<file path="config.mk">
export PLATFORM = sky130hd
export DESIGN_NAME = accumulator_calculator_unit
export DESIGN_NICKNAME = d
export VERILOG_FILES = /design/src/rtl/core/acu_pkg.sv /design/src/rtl/core/acu_dp.sv /design/src/rtl/core/acu_ctrl.sv /design/src/rtl/core/accumulator_calculator_unit.sv
export SDC_FILE = /design/constraint.sdc
export NUM_CORES = 1
export LEC_CHECK = 0
export BUFFER_PORTS_ARGS = -buffer_cell sky130_fd_sc_hd__buf_2
export CORE_MARGIN = 2
export CORE_UTILIZATION = 43
export DETAILED_ROUTE_END_ITERATION = 16
export PLACE_DENSITY_LB_ADDON = 0.25
export SETUP_SLACK_MARGIN = 0.15
export SLEW_MARGIN = 20
export SYNTH_ARGS = -nofsm -noshare
export SYNTH_HDL_FRONTEND = slang
export SYNTH_SLANG_ARGS = --single-unit
export TNS_END_PERCENT = 10
</file>
<file path="constraint.sdc">
create_clock -name clk -period 13.5 [get_ports clk]
set_clock_uncertainty 0.05 [all_clocks]
set_input_delay 0.675 -clock clk [delete_from_list [all_inputs] [get_ports clk]]
set_output_delay 0.675 -clock clk [all_outputs]
set_load 0.05 [all_outputs]
</file>
<file path="src/rtl/core/acu_pkg.sv">
package acu_pkg;

    localparam int DATA_WIDTH_DEF = 32;

    localparam logic [2:0] CMD_LOAD = 3'd0;
    localparam logic [2:0] CMD_ADD  = 3'd1;
    localparam logic [2:0] CMD_SUB  = 3'd2;
    localparam logic [2:0] CMD_MUL  = 3'd3;
    localparam logic [2:0] CMD_DIV  = 3'd4;
    localparam logic [2:0] CMD_REM  = 3'd5;
    localparam logic [2:0] CMD_NOP  = 3'd6;

    typedef enum logic [2:0] {
        ST_IDLE,
        ST_EXEC,
        ST_MUL,
        ST_DIV,
        ST_FIX,
        ST_DONE
    } state_t;

    typedef struct packed {
        logic take_item;
        logic do_simple;
        logic mul_init;
        logic mul_step;
        logic mul_end;
        logic div_init;
        logic div_step;
        logic div_fix;
        logic set_err;
        logic out_load;
    } dp_ctrl_t;

    typedef struct packed {
        logic is_mul;
        logic is_divrem;
        logic b_zero;
        logic last;
    } dp_stat_t;

endpackage

</file>
<file path="src/rtl/core/acu_dp.sv">
module acu_dp
    import acu_pkg::*;
#(
    parameter int DATA_WIDTH = DATA_WIDTH_DEF
)
(
    input  logic               clk,
    input  logic               rst_n,
    input  dp_ctrl_t           ctrl,
    output dp_stat_t           stat,
    input  logic [2:0]         cmd,
    input  logic signed [31:0] operand,
    input  logic               last,
    output logic signed [31:0] value,
    output logic               div_error
);

    logic [2:0]                   cmd_reg;
    logic                         last_reg;
    logic signed [DATA_WIDTH-1:0] b_reg;
    logic signed [DATA_WIDTH-1:0] acc_reg;
    logic signed [DATA_WIDTH-1:0] acc_next;
    logic                         err_reg;
    logic                         err_next;
    logic [DATA_WIDTH-1:0]        wa_reg;
    logic [DATA_WIDTH-1:0]        wq_reg;
    logic [DATA_WIDTH-1:0]        wd_reg;
    logic signed [31:0]           value_reg;
    logic                         div_error_reg;

    logic [DATA_WIDTH-1:0]        mag_a;
    logic [DATA_WIDTH-1:0]        mag_b;
    logic [DATA_WIDTH-1:0]        mul_sum;
    logic [DATA_WIDTH-1:0]        trial;
    logic [DATA_WIDTH-1:0]        diff;
    logic                         ge;
    logic [DATA_WIDTH-1:0]        res_mag;
    logic                         res_neg;
    logic [DATA_WIDTH-1:0]        fix_val;

    assign mag_a   = acc_reg[DATA_WIDTH-1] ? DATA_WIDTH'(-acc_reg) : acc_reg;
    assign mag_b   = b_reg[DATA_WIDTH-1] ? DATA_WIDTH'(-b_reg) : b_reg;
    assign mul_sum = wa_reg + (wq_reg[0] ? wd_reg : '0);

    // restoring divide: shift next dividend bit into the partial remainder
    assign trial = {wa_reg[DATA_WIDTH-2:0], wq_reg[DATA_WIDTH-1]};
    assign ge    = (trial >= wd_reg);
    assign diff  = trial - wd_reg;

    // quotient sign is the xor of signs, remainder follows the dividend
    assign res_mag = (cmd_reg == CMD_DIV) ? wq_reg : wa_reg;
    assign res_neg = (cmd_reg == CMD_DIV) ? (acc_reg[DATA_WIDTH-1] ^ b_reg[DATA_WIDTH-1])
                                          : acc_reg[DATA_WIDTH-1];
    assign fix_val = res_neg ? DATA_WIDTH'(-res_mag) : res_mag;

    always_comb
    begin
        acc_next = acc_reg;
        err_next = err_reg;
        if (ctrl.do_simple)
        begin
            case (cmd_reg)
                CMD_LOAD:
                begin
                    acc_next = b_reg;
                    err_next = 1'b0;
                end
                CMD_ADD: acc_next = acc_reg + b_reg;
                CMD_SUB: acc_next = acc_reg - b_reg;
                default: acc_next = acc_reg;
            endcase
        end
        if (ctrl.set_err)
        begin
            err_next = 1'b1;
        end
        if (ctrl.mul_end)
        begin
            acc_next = mul_sum;
        end
        if (ctrl.div_fix)
        begin
            acc_next = fix_val;
        end
    end

    always_ff @(posedge clk or negedge rst_n)
    begin
        if (!rst_n)
        begin
            acc_reg <= '0;
            err_reg <= 1'b0;
        end
        else
        begin
            acc_reg <= acc_next;
            err_reg <= err_next;
        end
    end

    always_ff @(posedge clk)
    begin
        if (ctrl.take_item)
        begin
            cmd_reg  <= cmd;
            last_reg <= last;
            b_reg    <= DATA_WIDTH'(operand);
        end
        if (ctrl.mul_init)
        begin
            wa_reg <= '0;
            wq_reg <= b_reg;
            wd_reg <= acc_reg;
        end
        else if (ctrl.mul_step)
        begin
            wa_reg <= mul_sum;
            wq_reg <= wq_reg >> 1;
            wd_reg <= wd_reg << 1;
        end
        else if (ctrl.div_init)
        begin
            wa_reg <= '0;
            wq_reg <= mag_a;
            wd_reg <= mag_b;
        end
        else if (ctrl.div_step)
        begin
            wa_reg <= ge ? diff : trial;
            wq_reg <= {wq_reg[DATA_WIDTH-2:0], ge};
        end
        if (ctrl.out_load)
        begin
            value_reg     <= 32'(acc_reg);
            div_error_reg <= err_reg;
        end
    end

    always_comb
    begin
        stat.is_mul    = (cmd_reg == CMD_MUL);
        stat.is_divrem = cmd_reg inside {CMD_DIV, CMD_REM};
        stat.b_zero    = (b_reg == '0);
        stat.last      = last_reg;
    end

    assign value     = value_reg;
    assign div_error = div_error_reg;

endmodule

</file>
<file path="src/rtl/core/acu_ctrl.sv">
module acu_ctrl
    import acu_pkg::*;
#(
    parameter int DATA_WIDTH = DATA_WIDTH_DEF
)
(
    input  logic     clk,
    input  logic     rst_n,
    input  logic     in_valid,
    output logic     in_stall,
    output logic     out_valid,
    input  logic     out_stall,
    input  dp_stat_t stat,
    output dp_ctrl_t ctrl
);

    localparam int CW = (DATA_WIDTH > 1) ? $clog2(DATA_WIDTH) : 1;

    state_t          state_reg;
    state_t          state_next;
    logic [CW-1:0]   cnt_reg;
    logic [CW-1:0]   cnt_next;
    logic            out_valid_reg;
    logic            out_valid_next;
    logic            cnt_last;
    logic            slot_free;

    assign cnt_last  = (cnt_reg == CW'(DATA_WIDTH - 1));
    assign slot_free = !out_valid_reg || !out_stall;

    always_comb
    begin
        state_next = state_reg;
        case (state_reg)
            ST_IDLE:
            begin
                if (in_valid)
                begin
                    state_next = ST_EXEC;
                end
            end
            ST_EXEC:
            begin
                if (stat.is_mul)
                begin
                    state_next = ST_MUL;
                end
                else if (stat.is_divrem && !stat.b_zero)
                begin
                    state_next = ST_DIV;
                end
                else
                begin
                    state_next = ST_DONE;
                end
            end
            ST_MUL:
            begin
                if (cnt_last)
                begin
                    state_next = ST_DONE;
                end
            end
            ST_DIV:
            begin
                if (cnt_last)
                begin
                    state_next = ST_FIX;
                end
            end
            ST_FIX:
            begin
                state_next = ST_DONE;
            end
            ST_DONE:
            begin
                // a last item holds until the output register can take the result
                if (!stat.last || slot_free)
                begin
                    state_next = ST_IDLE;
                end
            end
            default:
            begin
                state_next = ST_IDLE;
            end
        endcase
    end

    always_comb
    begin
        ctrl = '0;
        case (state_reg)
            ST_IDLE:
            begin
                ctrl.take_item = in_valid;
            end
            ST_EXEC:
            begin
                if (stat.is_mul)
                begin
                    ctrl.mul_init = 1'b1;
                end
                else if (stat.is_divrem)
                begin
                    ctrl.set_err  = stat.b_zero;
                    ctrl.div_init = !stat.b_zero;
                end
                else
                begin
                    ctrl.do_simple = 1'b1;
                end
            end
            ST_MUL:
            begin
                ctrl.mul_step = 1'b1;
                ctrl.mul_end  = cnt_last;
            end
            ST_DIV:
            begin
                ctrl.div_step = 1'b1;
            end
            ST_FIX:
            begin
                ctrl.div_fix = 1'b1;
            end
            ST_DONE:
            begin
                ctrl.out_load = stat.last && slot_free;
            end
            default:
            begin
                ctrl = '0;
            end
        endcase
    end

    always_comb
    begin
        cnt_next = cnt_reg;
        if (ctrl.mul_init || ctrl.div_init)
        begin
            cnt_next = '0;
        end
        else if (ctrl.mul_step || ctrl.div_step)
        begin
            cnt_next = cnt_reg + 1'b1;
        end
    end

    always_comb
    begin
        out_valid_next = out_valid_reg;
        if (ctrl.out_load)
        begin
            out_valid_next = 1'b1;
        end
        else if (!out_stall)
        begin
            out_valid_next = 1'b0;
        end
    end

    always_ff @(posedge clk or negedge rst_n)
    begin
        if (!rst_n)
        begin
            state_reg     <= ST_IDLE;
            cnt_reg       <= '0;
            out_valid_reg <= 1'b0;
        end
        else
        begin
            state_reg     <= state_next;
            cnt_reg       <= cnt_next;
            out_valid_reg <= out_valid_next;
        end
    end

    assign in_stall  = (state_reg != ST_IDLE);
    assign out_valid = out_valid_reg;

    a_accept_to_exec: assert property (@(posedge clk) disable iff (!rst_n)
        (in_valid && !in_stall) |=> (state_reg == ST_EXEC))
        else $error("accepted item did not start execution");

    a_cnt_bound: assert property (@(posedge clk) disable iff (!rst_n)
        (state_reg == ST_MUL || state_reg == ST_DIV) |-> (cnt_reg <= CW'(DATA_WIDTH - 1)))
        else $error("iteration counter out of range");

    a_div_to_fix: assert property (@(posedge clk) disable iff (!rst_n)
        (state_reg == ST_DIV) |=> (state_reg == ST_DIV || state_reg == ST_FIX))
        else $error("divide loop left without sign fix-up");

    a_no_overwrite: assert property (@(posedge clk) disable iff (!rst_n)
        (out_valid_reg && out_stall) |-> !ctrl.out_load)
        else $error("pending result overwritten");

endmodule

</file>
<file path="src/rtl/core/accumulator_calculator_unit.sv">
// channel  | signals                        | item accepted when
// ---------+--------------------------------+----------------------------
// input    | in_valid, in_stall, cmd,       | in_valid && !in_stall
//          | operand, last                  |
// output   | out_valid, out_stall, value,   | out_valid && !out_stall
//          | div_error                      |
//
// one item at a time: load, add, sub, no-op and divide by zero pass through the idle,
// exec and done states, mul through idle, exec, the shift-add loop and done, div and rem
// through idle, exec, the restoring divide loop, the sign fix-up and done
// rst_n clears the accumulator, the error flag, the controller and out_valid
// a result waits in the output register; the next item is taken meanwhile,
// and only a further last item stalls until that result is taken
module accumulator_calculator_unit
    import acu_pkg::*;
#(
    parameter int DATA_WIDTH = DATA_WIDTH_DEF
)
(
    input  logic               clk,
    input  logic               rst_n,
    input  logic               in_valid,
    output logic               in_stall,
    input  logic [2:0]         cmd,
    input  logic signed [31:0] operand,
    input  logic               last,
    output logic               out_valid,
    input  logic               out_stall,
    output logic signed [31:0] value,
    output logic               div_error
);

    dp_ctrl_t ctrl;
    dp_stat_t stat;

    acu_ctrl #(
        .DATA_WIDTH (DATA_WIDTH)
    ) u_ctrl (
        .clk       (clk),
        .rst_n     (rst_n),
        .in_valid  (in_valid),
        .in_stall  (in_stall),
        .out_valid (out_valid),
        .out_stall (out_stall),
        .stat      (stat),
        .ctrl      (ctrl)
    );

    acu_dp #(
        .DATA_WIDTH (DATA_WIDTH)
    ) u_dp (
        .clk       (clk),
        .rst_n     (rst_n),
        .ctrl      (ctrl),
        .stat      (stat),
        .cmd       (cmd),
        .operand   (operand),
        .last      (last),
        .value     (value),
        .div_error (div_error)
    );

endmodule
</file>
==> results.py, run 1 <==
metrics = {
    "grt": {
        "grt_busiest_layer": "met1",
        "grt_remaining_overflow": 0,
        "grt_pass1_vias": 15800,
        "grt_pass1_wl_um": 91100,
        "antenna_found_initial": 0,
        "grt_max_degree": 95,
        "use_met3_pct": 3.89,
        "met2_usage_pct": 39.0,
        "use_met1_pct": 40.5,
        "grt_use_total_pct": 26.5,
    },
    "clocking": {
        "cts_buffers": 25,
        "postCtsHoldBufs": 0,
        "clock_latency_ns": 0.55,
        "cts-root-buf": "clkbuf_16",
        "cts_tree": "built",
        "cts.path.max_buffers": 3,
        "clock_sinks": 207,
        "htreeDepth": 1,
        "post-cts-setup-buffer-count": 0,
        "clkSlewWorstSetupHoldPaths_ns": 0.06,
        "cts_resized": 0,
    },
    "synthesis": {
        "synth-async-reset-ratio_pct": 20.3,
        "synth-compound-area-share_pct": 26.7,
        "synth_top_family_by_area": "compound AO/OA/AOI/OAI gates",
        "synth_xor_area_share_pct": 9.56,
        "syn_inst": 2176,
        "synth_warnings": 0,
        "yosysUniqueCellTypes": 80,
        "yosysSeqAreaShare_pct": 31.5,
        "synth-edff-count": 133,
        "synth_simple_gate_area_share_pct": 17.0,
        "syn-num-nets": 2319,
        "synth_area_per_cell_um2": 8.29,
        "ys_ff_latch": 207,
        "muxShareOfSynthArea_pct": 3.34,
        "netlist_area_mm2": 0.0180,
        "synthFlopType": "edfxtp_1",
        "synthAdderAreaFrac_pct": 7.27,
    },
    "setup_path": {
        "max_stage_delay_ns": 0.57,
        "crit_start": "u_dp.b_reg[2]",
        "r2r_slack_ns": 8.31,
        "cp.buffers_inverters": 0,
        "crit-reg2reg-launch": "u_dp.b_reg[2]",
        "crit_path_max_fanout": 6,
        "reg2reg_to": "u_dp.acc_reg[31]",
        "cp_common_cell": "o31ai_1",
        "crit_cells": 15,
        "reg2reg_depth": 15,
        "start_kind": "flop",
        "required_ns": 13.89,
        "critPathCaptureType": "flop",
        "cp-endpoint": "u_dp.acc_reg[31]",
        "cp.arrival_ns": 5.58,
        "crit_chain": "or3_1 > or4_1 > or4_1 > o31ai_1 > xor2_1 > ha_1 > a21o_1 > a211o_1 > o31ai_1 > o31ai_1 > a31oi_1 > xor2_1 > mux2i_1 > o31a_1 > a221o_1",
        "worstSetupPathType": "reg -> reg",
        "path_delay_family": "compound AO/OA/AOI/OAI gates",
        "crit_path_top_delay_cell": "o31ai_1",
    },
    "placement": {
        "dp_hpwl_um": 43900,
        "place.gp.congestion": 0.934,
        "port_buffers": 74,
        "place_area_mm2": 0.0188,
        "dp_slack_ns": 8.31,
    },
    "route": {
        "drc": 0,
        "num_vias": 16800,
        "final_antenna_net_count": 0,
        "drt_pass1_iterations": 8,
        "routed_wl_um": 59400,
        "vias_per_cell": 6.17,
        "drt_iter0_markers": 1875,
        "wl_per_cell_um": 21.8,
    },
    "timing": {
        "period_minus_slack_ns": 5.19,
        "max_freq_ghz": 0.193,
        "finalMaxSlewViolations": 0,
        "period_share_pct": 38.5,
        "relSlewSlack_pct": 34.6,
        "rsz0062_at_grt": "false",
        "max_slew.worst_pin.slew_ns": 0.982,
        "setup_ws_ns": 8.31,
        "fin_tns_setup_ns": 0,
        "setup_viol": 0,
        "hold_viol_final": 0,
    },
    "power_and_ir_drop": {
        "p_per_area_mw_per_mm2": 303,
        "ir_drop_mv": 0.127,
        "cellLeakagePower_nw": 7.74,
    },
    "layout": {
        "fin_util_pct": 47.0,
        "nets": 2305,
        "mostFrequentLayoutCell": "a21oi_1",
        "areaGrowthSynthToFinish_pct": 8.40,
        "drive_gt1_share_pct": 8.62,
        "fin_area_mm2": 0.0196,
        "layout_common_cells": "a21oi_1 (208), o21ai_0 (203), nand2_1 (191), nor2_1 (157), edfxtp_1 (133)",
        "n_antenna_cell": 0,
    },
    "die": {
        "dieArea_mm2": 0.0436,
        "fp-row-count": 75,
        "ios": 75,
        "die_w_um": 209,
        "core-area_mm2": 0.0417,
        "start_util_pct": 43.3,
        "die_h_um": 209,
    },
    "job": {
        "drv_cap": 0,
    },
    "hold_path": {
        "hold_path.class": "in -> async",
    },
    "run_status": {
        "status": "finished, final reports clean",
    },
}
[metal layers]
metal / vias to the layer above / part of all wire [%]
li1: 8020 / -
met1: 7935 / 46
met2: 740 / 42
met3: 74 / 9.7
met4: 0 / 1.9
met5: - / 0
[worst min path at each step]
stage	from	end	slack [ns]
floorplan	rst_n	u_ctrl.cnt_reg[0]	0.33
global placement	u_dp.err_reg	u_dp.div_error	0.42
detailed placement	u_dp.err_reg	u_dp.div_error	0.41
CTS	rst_n	u_ctrl.cnt_reg[4]	0.17
global route	rst_n	u_ctrl.cnt_reg[4]	0.22
finish	rst_n	u_ctrl.cnt_reg[1]	0.16
[synth_stat cells, drive strengths merged (6+ instances only)]
library cell | n | area share [%]
mux2i | 49 | 2.7
nand3 | 26 | 0.79
and2 | 47 | 1.6
o22ai | 6 | 0.21
and3 | 20 | 0.69
a211oi | 45 | 1.9
nor3b | 6 | 0.25
nor4 | 8 | 0.31
o21ai | 215 | 6.0
o41ai | 12 | 0.58
nand4 | 17 | 0.59
or2 | 7 | 0.24
a221oi | 12 | 0.58
o31ai | 38 | 1.6
inv | 70 | 1.5
o21bai | 12 | 0.50
o2111ai | 8 | 0.39
dfxtp | 32 | 3.5
a21oi | 209 | 5.8
xor2 | 129 | 6.3
a22oi | 27 | 1.1
clkbuf | 120 | 2.5
nor2b | 18 | 0.62
nor2 | 163 | 3.5
mux2 | 10 | 0.62
nor3 | 59 | 1.7
dfrtp | 42 | 5.8
o211ai | 36 | 1.5
a21o | 45 | 1.9
nand2 | 192 | 4.0
nand2b | 22 | 0.76
ha | 100 | 6.9
a31oi | 21 | 0.73
edfxtp | 133 | 22
a21boi | 8 | 0.33
a221o | 8 | 0.44
or3 | 15 | 0.52
or4 | 15 | 0.67
o21a | 15 | 0.62
o221ai | 17 | 0.82
xnor2 | 68 | 3.3
a211o | 6 | 0.29
buf | 22 | 0.64
[cells by family after synthesis]
| kind of cell | Yosys count |
|---|---|
| buffers and inverters | 212 |
| xor gates and xnor gates | 197 |
| and+or+nand+nor | 629 |
| adders and majority gates | 103 |
| DFF | 207 |
| AOI/OAI and AO/OA | 769 |
| muxes | 59 |
[layout make-up]
class / instances / area (µm²)
Inverter: 70 / 263
Fill cell: 4106 / 22100
Sequential cell: 207 / 5690
Multi-Input combinational cell: 1757 / 11600
Tap cell: 539 / 674
Timing Repair Buffer: 101 / 606
Clock buffer: 30 / 654
Clock inverter: 15 / 83.8
[per-stage QoR]
stage	instances	hold slack, ns	power, mW
final	2719	0.160	5.92
after global routing	2719	0.220	6.35
after CTS	2718	0.174	5.83
after detailed placement	2673	0.413	5.17
after global placement	2672	0.417	5.11
after floorplan	2176	0.329	4.12
[report_power, final]
part / leakage [nW] / internal [mW] / switching, mW
clock network: 0.365 / 0.345 / 0.286
registers: 2.00 / 1.00 / 0.459
logic: 5.37 / 1.49 / 2.34
No activity file was read; power rests on OpenSTA's default activity.
==> run 2: changes to the inputs <==
clock period = 4.5 ns   (was 13.5 ns; I/O delays follow)
==> run 2 against run 1 <==
Sequential power grew to 2.9 times the previous value. Cell area grew 7.0%. Critical path depth grew 1. Critical path type unchanged. Largest cell class unchanged. Fmax grew 16%. Clock-buffer cell count grew 2. First-iteration DRC count shrank 11%. Critical endpoint is now u_dp.acc_reg[28]. Sequential cell count is the same. Highest routed layer unchanged.
==> results.py, run 2 (synthesized netlist as in run 1, its figures left out) <==
metrics = {
    "placement": {
        "dp_slack_ns": -0.139,
        "dp_hpwl_um": 46800,
        "place.gp.congestion": 0.971,
        "port_buffers": 74,
    },
    "job": {
        "drv_cap": 0,
    },
    "layout": {
        "drive_gt1_share_pct": 13.3,
        "mostFrequentLayoutCell": "a21oi_1",
        "n_antenna_cell": 0,
        "areaGrowthSynthToFinish_pct": 16.0,
        "nets": 2441,
        "nFillCells": 3967,
        "layout_common_cells": "a21oi_1 (205), o21ai_0 (199), nand2_1 (191), nor2_1 (156), edfxtp_1 (133)",
    },
    "setup_path": {
        "path_delay_family": "simple AND/OR/NAND/NOR gates",
        "crit_path_max_fanout": 5,
        "cp.buffers_inverters": 1,
        "worstSetupPathType": "reg -> reg",
        "crit_path_top_delay_cell": "or4_4",
        "required_ns": 4.88,
        "crit_cells": 16,
        "r2r_slack_ns": 0.04,
        "reg2reg_to": "u_dp.acc_reg[28]",
        "reg2reg_depth": 16,
        "crit-reg2reg-launch": "u_dp.b_reg[2]",
        "max_stage_delay_ns": 0.48,
        "start_kind": "flop",
        "cp.arrival_ns": 4.85,
        "crit_chain": "or3_4 > or4_4 > or4_4 > nand2_1 > xor2_1 > ha_1 > buf_4 > and3_1 > and3_1 > o2111ai_1 > a31oi_1 > a21oi_1 > nor2_1 > mux2i_1 > o211ai_1 > a221o_1",
        "critPathCaptureType": "flop",
    },
    "route": {
        "drt_iter0_markers": 1667,
        "num_vias": 17700,
        "routed_wl_um": 62800,
        "drc": 0,
        "vias_per_cell": 6.20,
        "final_antenna_net_count": 0,
        "drt_pass1_iterations": 7,
        "wl_per_cell_um": 22.0,
    },
    "timing": {
        "max_slew.worst_pin.slew_ns": 1.08,
        "period_minus_slack_ns": 4.46,
        "relSlewSlack_pct": 27.6,
        "period_share_pct": 99.2,
        "fin_tns_setup_ns": 0,
        "setup_ws_ns": 0.0358,
        "rsz0062_at_grt": "true",
        "hold_viol_final": 0,
        "finalMaxSlewViolations": 0,
        "setup_viol": 0,
        "max_freq_ghz": 0.224,
    },
    "power_and_ir_drop": {
        "p_int_mw": 9.15,
        "seqPwrFrac_pct": 22.6,
        "pwr-share-comb_pct": 66.4,
        "p_clk_share_pct": 11.0,
        "netSwitchingPower_mw": 9.59,
        "ir_drop_mv": 0.360,
        "cellLeakagePower_nw": 8.45,
        "p_per_area_mw_per_mm2": 895,
        "switching_share_pct": 51.2,
    },
    "clocking": {
        "clock_sinks": 207,
        "cts_tree": "built",
        "clkSlewWorstSetupHoldPaths_ns": 0.06,
        "cts-root-buf": "clkbuf_16",
        "clock_latency_ns": 0.55,
        "cts_buffers": 25,
        "htreeDepth": 1,
        "cts.path.max_buffers": 3,
    },
    "grt": {
        "grt_use_total_pct": 28.6,
        "grt_remaining_overflow": 0,
        "grt_pass1_vias": 16900,
        "antenna_found_initial": 0,
        "grt_max_degree": 112,
        "grt_pass1_wl_um": 98200,
    },
    "die": {
        "die_w_um": 209,
        "dieArea_mm2": 0.0436,
        "fp-row-count": 75,
        "start_util_pct": 43.3,
        "ios": 75,
        "core-area_mm2": 0.0417,
        "die_h_um": 209,
    },
    "hold_path": {
        "min_delay_path_depth": 3,
        "whs_endpoint": "u_ctrl.state_reg[1]",
        "hp-start": "in_valid",
        "hold_path.class": "in -> reg",
    },
    "run_status": {
        "status": "finished, final reports clean",
    },
}
-- run 2: worst max-delay path by stage --
stage / start / end / slack (ns)
after floorplan: u_dp.cmd_reg[1] / u_dp.acc_reg[28] / 0.14
after global placement: u_dp.b_reg[0] / u_dp.acc_reg[31] / -0.03
after detailed placement: u_dp.b_reg[0] / u_dp.acc_reg[31] / -0.14
after CTS: u_dp.b_reg[2] / u_dp.acc_reg[31] / 0.06
after global routing: u_dp.b_reg[2] / u_dp.acc_reg[28] / -0.23
final: u_dp.b_reg[2] / u_dp.acc_reg[28] / 0.04
-- run 2: area by class of cell --
class	count	area [µm²]	share of cell area, %
sequential	207	5690	27.2
timing repair buffer	237	1740	8.31
inverter	70	263	1.26
tap	539	674	3.22
clock buffer	32	662	3.16
multi-input combinational	1757	11800	56.2
clock inverter	13	149	0.711
-- run 2: worst reg2reg max path, stage by stage, from the launching register on --
cell and delay [ns]:
edfxtp_1 0.39, or3_4 0.42, or4_4 0.48, or4_4 0.48, nand2_1 0.10, xor2_1 0.07, ha_1 0.34, buf_4 0.15
and3_1 0.16, and3_1 0.31, o2111ai_1 0.22, a31oi_1 0.27, a21oi_1 0.12, nor2_1 0.14, mux2i_1 0.21, o211ai_1 0.12
a221o_1 0.34
-- run 2: layer usage --
layer	GRT usage, %	up-vias	routed length (µm)
li1	-	8284	-
met1	42.4	8436	28200
met2	42.4	881	26400
met3	4.39	98	6340
met4	9.06	0	1800
met5	0	-	0
-- run 2: per-stage QoR --
step | instances | instance area [µm²] | power [mW] | hold slack (ns) | util, %
floorplan | 2176 | 18100 | 12.4 | -0.121 | -
global placement | 2769 | 19600 | 16.0 | 0.333 | 47.0
detailed placement | 2769 | 19600 | 16.2 | 0.320 | 47.0
CTS | 2854 | 20800 | 18.4 | 0.00637 | 50.0
global route | 2855 | 20900 | 20.1 | 0.0286 | 50.2
finish | 2855 | 20900 | 18.7 | 0.0271 | 50.2
-- run 2: power by group through the flow --
stage | clock network [mW] | registers, mW | logic (mW)
3_5_place_dp | 0 | 4.17 | 12.0
4_1_cts | 2.09 | 4.15 | 12.2
5_1_grt | 2.16 | 4.28 | 13.7
6_report | 2.07 | 4.23 | 12.4
3_3_place_gp | 0 | 4.17 | 11.8
2_1_floorplan | 0 | 3.82 | 8.56
-- run 2: what timing repair did --
action | 4_1_cts | 5_1_grt
resized for setup | 9 | 18
setup endpoints to repair | 8 | 19
hold buffers | 38 | 0
buffers inserted | 2 | 0
pin swaps | 4 | 3
endpoints found under the hold margin | 80 | 0
